## src/sv/lru_pkg.sv

```systemverilog
// Shared constants and controller/datapath command and status types
// for the LRU page replacement block. No dependencies.
`timescale 1ns / 1ps

package lru_pkg;

    localparam int NUM_PROCESSES     = 20;
    localparam int PAGES_PER_PROCESS = 20;
    localparam int PAGE_SIZE         = 128;
    localparam int STAMP_WIDTH       = 32;

    // Field widths of the item channels
    localparam int PROC_W = 5;
    localparam int PC_W   = 12;
    localparam int MASK_W = 20;
    localparam int PAGE_W = 5;

    localparam int PAGE_SHIFT = $clog2(PAGE_SIZE);
    localparam int MEM_DEPTH  = NUM_PROCESSES * PAGES_PER_PROCESS;
    localparam int ADDR_W     = $clog2(MEM_DEPTH);
    localparam int CNT_W      = $clog2(PAGES_PER_PROCESS + 1);
    localparam int IDX_W      = $clog2(PAGES_PER_PROCESS);

    localparam logic [STAMP_WIDTH-1:0] STAMP_MAX = {STAMP_WIDTH{1'b1}};

    typedef struct packed {
        logic clear_en;
        logic accept;
        logic scan_step;
        logic load_out;
    } lru_cmd_t;

    typedef struct packed {
        logic clear_done;
        logic need_scan;
        logic scan_done;
        logic out_free;
    } lru_sts_t;

endpackage

```

## src/sv/lru_ctrl.sv

```systemverilog
// Controller state machine: clearing pass, accept, stamp scan, result hand-off.
// Depends on lru_pkg.
`timescale 1ns / 1ps

module lru_ctrl (
    input  logic              clk,
    input  logic              rst_n,
    input  logic              in_valid,
    output logic              in_ready,
    input  lru_pkg::lru_sts_t sts,
    output lru_pkg::lru_cmd_t cmd
);
    import lru_pkg::*;

    localparam logic [1:0] ST_CLEAR  = 2'd0;
    localparam logic [1:0] ST_IDLE   = 2'd1;
    localparam logic [1:0] ST_SCAN   = 2'd2;
    localparam logic [1:0] ST_FINISH = 2'd3;

    logic [1:0] state_reg;
    logic [1:0] state_next;

    assign in_ready = (state_reg == ST_IDLE);

    always_comb
    begin
        cmd.clear_en  = (state_reg == ST_CLEAR);
        cmd.accept    = in_ready && in_valid;
        cmd.scan_step = (state_reg == ST_SCAN);
        cmd.load_out  = (state_reg == ST_FINISH) && sts.out_free;
    end

    always_comb
    begin
        state_next = state_reg;
        unique case (state_reg)
            ST_CLEAR:
            begin
                if (sts.clear_done)
                    state_next = ST_IDLE;
            end
            ST_IDLE:
            begin
                if (in_valid)
                    state_next = sts.need_scan ? ST_SCAN : ST_FINISH;
            end
            ST_SCAN:
            begin
                if (sts.scan_done)
                    state_next = ST_FINISH;
            end
            ST_FINISH:
            begin
                if (sts.out_free)
                    state_next = ST_IDLE;
            end
            default:
            begin
                state_next = ST_CLEAR;
            end
        endcase
    end

    always_ff @(posedge clk or negedge rst_n)
    begin
        if (!rst_n)
            state_reg <= ST_CLEAR;
        else
            state_reg <= state_next;
    end

endmodule

```

## config.mk

```make
export PLATFORM = sky130hd
export DESIGN_NAME = lru_ctrl
export DESIGN_NICKNAME = d
export VERILOG_FILES = /design/src/sv/lru_pkg.sv /design/src/sv/lru_ctrl.sv
export SDC_FILE = /design/constraint.sdc
export NUM_CORES = 1
export LEC_CHECK = 0
export ABC_AREA = 1
export CORE_AREA = 10 10 47 49
export CTS_CLUSTER_SIZE = 10
export DETAILED_ROUTE_END_ITERATION = 8
export DIE_AREA = 0 0 57 59
export DONT_BUFFER_PORTS = 1
export HOLD_SLACK_MARGIN = 0.02
export PLACE_DENSITY = 0.3
export SYNTH_ARGS = -nofsm -noshare
export SYNTH_HDL_FRONTEND = slang
export SYNTH_SLANG_ARGS = --single-unit
```

## constraint.sdc

```tcl
create_clock -name clk -period 2 [get_ports clk]
set_input_delay 0.3 -clock clk [delete_from_list [all_inputs] [get_ports clk]]
set_output_delay 0.3 -clock clk [all_outputs]
set_load 0.02 [all_outputs]
```

==> results.md, run 1 <==
- Status: finished, final reports clean
- Hold_buf cts: 1
- Die height: about 59 um
- WL final: roughly 470 um
- Post-route antenna net violation count: 0
- Post-route minimum period: 1590 ps
- Initial Util: ~15%
- PortBufs: 0
- Setup bufs post-CTS: 0
- Max reg flops: 2
- Layout fillers: around 170
- Crit path largest cell delay: 400 ps
- CTS Buf Count: 3
- Largest family of logic cells by synthesized area: simple AND/OR/NAND/NOR gates
- FF/Latch Area: approximately 50 um^2
- Via count: 186
- Final Non-Filler Cells: 52
- Slew of the pin with the lowest slew margin: between 300 and 400 ps
- Leak Pwr: between 0.00015 and 0.0002 uW
- Skew-Pair Late Insertion Delay: around 220 ps
- Post-synthesis mux area share: 0%
- Slowest stage cell, crit path: dfrtp_1
- Max Cap Viol: 0
- Final Skew: 0.982 ps
- CTS tree: yes
- Row Count: 14
- Largest net degree at the start of global routing: 5
- WL/cell: 9.02 um
- Max Clock Freq: roughly 630 MHz
- Critical path's most frequent cell: inv_1
- Final Cycle Share: between 70 and 80%
- Post-Place Cells: 48
- Post-Route Setup TNS: 0 ps
- Die ar.: 3360 um^2
- PwrDens: approximately 1700 nW/um^2
- Placer Congestion: between 0.6 and 0.7
- Power Total: 463 uW
- Complex-gate fraction of the synthesized area: 6.94%
- Relative slew slack: between 70% and 80%
- Pre-CTS setup slack: about 610 ps
- Core area: 1400 um^2
- Area Growth Syn to Fin: 24.3%
- Reg-to-reg startpoint: state_reg[0]
- I/O pin cnt: 12
- Post-Syn Area per Cell: slightly below 7 um^2
- Post-synthesis cell type count: 8
- CP Cell Sequence: inv_1, ha_1, nand2_1, inv_1
- Final Hold Vio Count: 0
- CP Data Required Time: 1700 ps
- Post-layout util: 19.2%
- Root Buffer Master: clkbuf_4
- Synth Area in XOR/XNOR: 0%
- HP Class: input pin to asynchronous set/reset pin
- Worst EP arrival: 1290 ps
- # DRC: 0
- IR Drop Worst-Case VDD: 0.342 mV
- First-pass GRT wire length: between 800 and 900 um
- CP delay by family, top: flip-flops
- Horiz. Die Dim: about 57 um
- Nets: just under 50
- Simple-Gate Fraction of Synth Area: a little under a third
- Synth Area in Adders: ~23%
- # setup viols final: 0
- Worst setup EP type: primary output
- Synthesized flop and latch total: 2
- Worst-case clock buffer depth: 2
- Final WS setup: around 410 ps
- Post_cts resized: 0
- Drt first pass iters: 2
- Area of the multi-input gates: between 100 and 150 um^2
- Maximum fanout along the worst path: 4
- Vias in the first global route: 223
- Total gr overflow: 0
- Layout cells sized above 1: between 10% and 20%
- CTS H-Tree Depth: 1
- # clock sinks: 2
- Worst path bufs/invs: 2
- Warnings, synthesis: 0
- Drt initial violations: 1
- Post-Syn Area: approximately 220 um^2
- Vias per cell: 3.58
- Max Slew Vio Count: 0
- Crit path from: state_reg[1]
- Gr usage total: ~3.2%
- Worst setup SP type: register
- Syn nets: 43
- Register area share after synthesis: between 20% and 30%
- N_diodes: 0
- Reg clk slew, reported paths: 30 ps
- Antenna violations before repair: 0
- Setup CP Type: register to primary output
- Syn Inst Count: 32
- DP HPWL: roughly 440 um
- RSZ-0062 raised after global routing: no
==> logic make-up after synthesis <==
group | Yosys count
buffers and inverters | 9
and+or+nand+nor | 14
DFF | 2
adders and majority gates | 4
AOI/OAI and AO/OA | 3
==> worst paths after layout <==
kind,endpoint,slack [ps],cells past startpoint
worst max-delay path,cmd[2],410,4
worst min-delay path,state_reg[0],320,1
worst max register to register,state_reg[0],700,7
worst min register to register,state_reg[1],540,2
max in group asynchronous,state_reg[1],1560,1
min in group clk,state_reg[0],360,5
==> area by class of cell <==
cell class,instances,share of cell area [%]
clock buffer,3,8.37
sequential,2,18.6
inverter,9,12.6
tap,16,7.44
multi-input combinational,21,49.3
timing repair buffer,1,3.72
==> synthesized netlist by cell type, drive strengths merged <==
cell    n  area, um^2
dfrtp   2        50.1
nand2  13        56.3
a21oi   1        5.00
nor2    1        11.3
o21ai   2        10.0
inv     9        33.8
ha      4        50.1
==> stage by stage <==
step,hold slack [ps],cell area [um^2]
2_1_floorplan,4.41,216
3_3_place_gp,4.50,236
3_5_place_dp,4.51,236
4_1_cts,312,269
5_1_grt,315,269
6_report,316,269
==> report_power, final <==
part | switching (uW) | total, uW | internal [uW]
clock network | 19.4 | 85.3 | 65.9
logic | 191 | 291 | 100
registers | 21.9 | 86.4 | 64.6
total | 232 | 463 | 230
==> metal layers <==
metal  GRT usage (%)  share of wire, %  wire length, um  up-vias
li1                -                 -                -      101
met1            2.50                31              144       79
met2            5.27                54              253        6
met3            2.79                15               71        0
met4            2.01                 0                0        0
met5               0                 0                0        -
==> layout by cell type, fill, tap and decap left out, drive strengths merged <==
cell type,netlist,routed
dlygate4sd3,0,1
nand2,13,13
dfrtp,2,2
nor2,1,1
inv,9,9
o21ai,2,2
a21oi,1,1
clkbuf,0,3
ha,4,4
(Power assumes the default switching activity.)
==> run 2, diff against run 1 <==
==> constraint.sdc (replaced) <==
create_clock -name clk -period 1.65 [get_ports clk]
set_input_delay 0.2475 -clock clk [delete_from_list [all_inputs] [get_ports clk]]
set_output_delay 0.2475 -clock clk [all_outputs]
set_load 0.02 [all_outputs]
==> results.md, run 2 (same netlist as run 1, synthesis figures left out) <==
- First-pass GRT wire length: 793 um (-5.7%)
- CTS H-Tree Depth: 1 (unchanged)
- WL final: 501 um (+6.8%)
- Core area: 1400 um^2 (unchanged)
- Setup bufs post-CTS: 0 (unchanged)
- Largest net degree at the start of global routing: 5 (unchanged)
- Skew-Pair Late Insertion Delay: 220 ps (about the same)
- Layout cells sized above 1: 21.6% (+2.2 points)
- Final Cycle Share: between 90% and 100%
- Worst setup EP type: primary output
- Worst EP arrival: 1300 ps (about the same)
- CP Data Required Time: 1400 ps (-300 ps)
- Placer Congestion: 0.641 (+0.74%)
- Row Count: 14 (unchanged)
- Final Hold Vio Count: 0 (unchanged)
- Worst-case clock buffer depth: 2 (unchanged)
- Post-layout util: 19.7% (+0.54 points)
- Crit path from: state_reg[1]
- Root Buffer Master: clkbuf_4
- CTS tree: yes
- Max Cap Viol: 0 (unchanged)
- I/O pin cnt: 12 (unchanged)
- Max Clock Freq: between 600 and 700 MHz
- HP Class: input pin to asynchronous set/reset pin
- # setup viols final: 0 (unchanged)
- N_diodes: 0 (unchanged)
- Reg clk slew, reported paths: 30 ps (about the same)
- Setup CP Type: register to primary output
- CTS Buf Count: 3 (unchanged)
- # clock sinks: 2 (unchanged)
- Horiz. Die Dim: 57 um (unchanged)
- PwrDens: 2120 nW/um^2 (+23%)
- # DRC: 0 (unchanged)
- PortBufs: 0 (unchanged)
- Maximum fanout along the worst path: 4 (unchanged)
- Gr usage total: 3.20% (-0.0041 points)
- RSZ-0062 raised after global routing: no
- Most frequent cells in the layout: nand2_1, inv_1, ha_1
- Post_cts resized: 0 (unchanged)
- WL/cell: 9.45 um (+4.8%)
- Die ar.: 3360 um^2 (unchanged)
- Drt first pass iters: 1 (-1)
- Worst setup SP type: register
- Die height: 59 um (unchanged)
- Vias in the first global route: 200 (-10%)
- Status: finished, final reports clean
- IR Drop Worst-Case VDD: 0.427 mV (+25%)
- Relative slew slack: 78.9% (-0.91 points)
- Post-route antenna net violation count: 0 (unchanged)
- Worst Reg-to-Reg Cells: 7 (unchanged)
- Total gr overflow: 0 (unchanged)
- Final Skew: 1.20 ps (+0.216 ps)
- Antenna violations before repair: 0 (unchanged)
- Initial Util: 15.4% (unchanged)
- FF-to-FF End: state_reg[1]
- Post-Route Setup TNS: 0 ps (unchanged)
- Area Growth Syn to Fin: 27.7%
- Vias per cell: 3.74 (+4.4%)
- Reg2reg setup slack: 340 ps (-360 ps)
- Reg-to-reg startpoint: state_reg[1]
- Hold_buf cts: 1 (unchanged)
- Leak Pwr: 0.000175 uW (+3.0%)
- Post-route minimum period: 1550 ps
- Slew of the pin with the lowest slew margin: 317 ps (+13.6 ps)
- DP HPWL: 460 um (+4.9%)
- Max reg flops: 2 (unchanged)
- Via count: 198 (+6.5%)
- Nets: 50 (+2.0%)
- Max Slew Vio Count: 0 (unchanged)
- Drt initial violations: 0 (-1)
- Commonest non-fill, non-tap cell in the layout: nand2_1
- Setup crit end: cmd[2]
-- run 2: changes by cell type in the layout (fill, tap and decap cells not counted), sizes merged --
cell / change
buf: +1
-- run 2: layout make-up --
cell class / instances / area (um^2)
Inverter: 9 / 33.8
Sequential cell: 2 / 50.0
Clock buffer: 3 / 22.5
Timing Repair Buffer: 2 / 17.5
Tap cell: 16 / 20.0
Fill cell: 163 / 1120
Multi-Input combinational cell: 21 / 133
-- run 2: power breakdown --
group          total [uW]  internal (uW)  switching (uW)
sequential            104           78.2            25.9
clock                 103           79.8            23.2
combinational         378            134             244
-- run 2: metrics by stage --
stage                     area [um^2]  hold WS, ps  worst slack (ps)  instances  power [uW]
after global routing              277          268              25.8         53         648
after detailed placement          244        -48.0               323         49         489
after floorplan                   216        -48.1               416         32         414
after CTS                         277          262              89.5         53         599
final                             277          264               104         53         585
after global placement            244        -48.0               306         49         493
-- run 2: worst max-delay path: stages (launching register included) --
cell     delay (ps)
dfrtp_1         400
inv_1            90
ha_1            340
nand2_1          80
inv_1           170
-- run 2: per-layer routing --
metal / vias to the layer above / part of all wire, % / GRT usage, %
met5: - / 0 / 0
met4: 0 / 1.2 / 3.02
met3: 2 / 17 / 3.43
met2: 10 / 51 / 5.58
met1: 84 / 31 / 1.54
li1: 102 / - / -
-- run 2: worst min-delay path by stage --
| stage | from | endpoint | slack (ps) | cells after the start |
|---|---|---|---|---|
| finish | rst_n | state_reg[1] | 260 | 1 |
| global route | rst_n | state_reg[0] | 270 | 1 |
| CTS | rst_n | state_reg[1] | 260 | 1 |
| detailed placement | rst_n | state_reg[1] | -50 | 0 |
| global placement | rst_n | state_reg[1] | -50 | 0 |
| floorplan | rst_n | state_reg[0] | -50 | 0 |
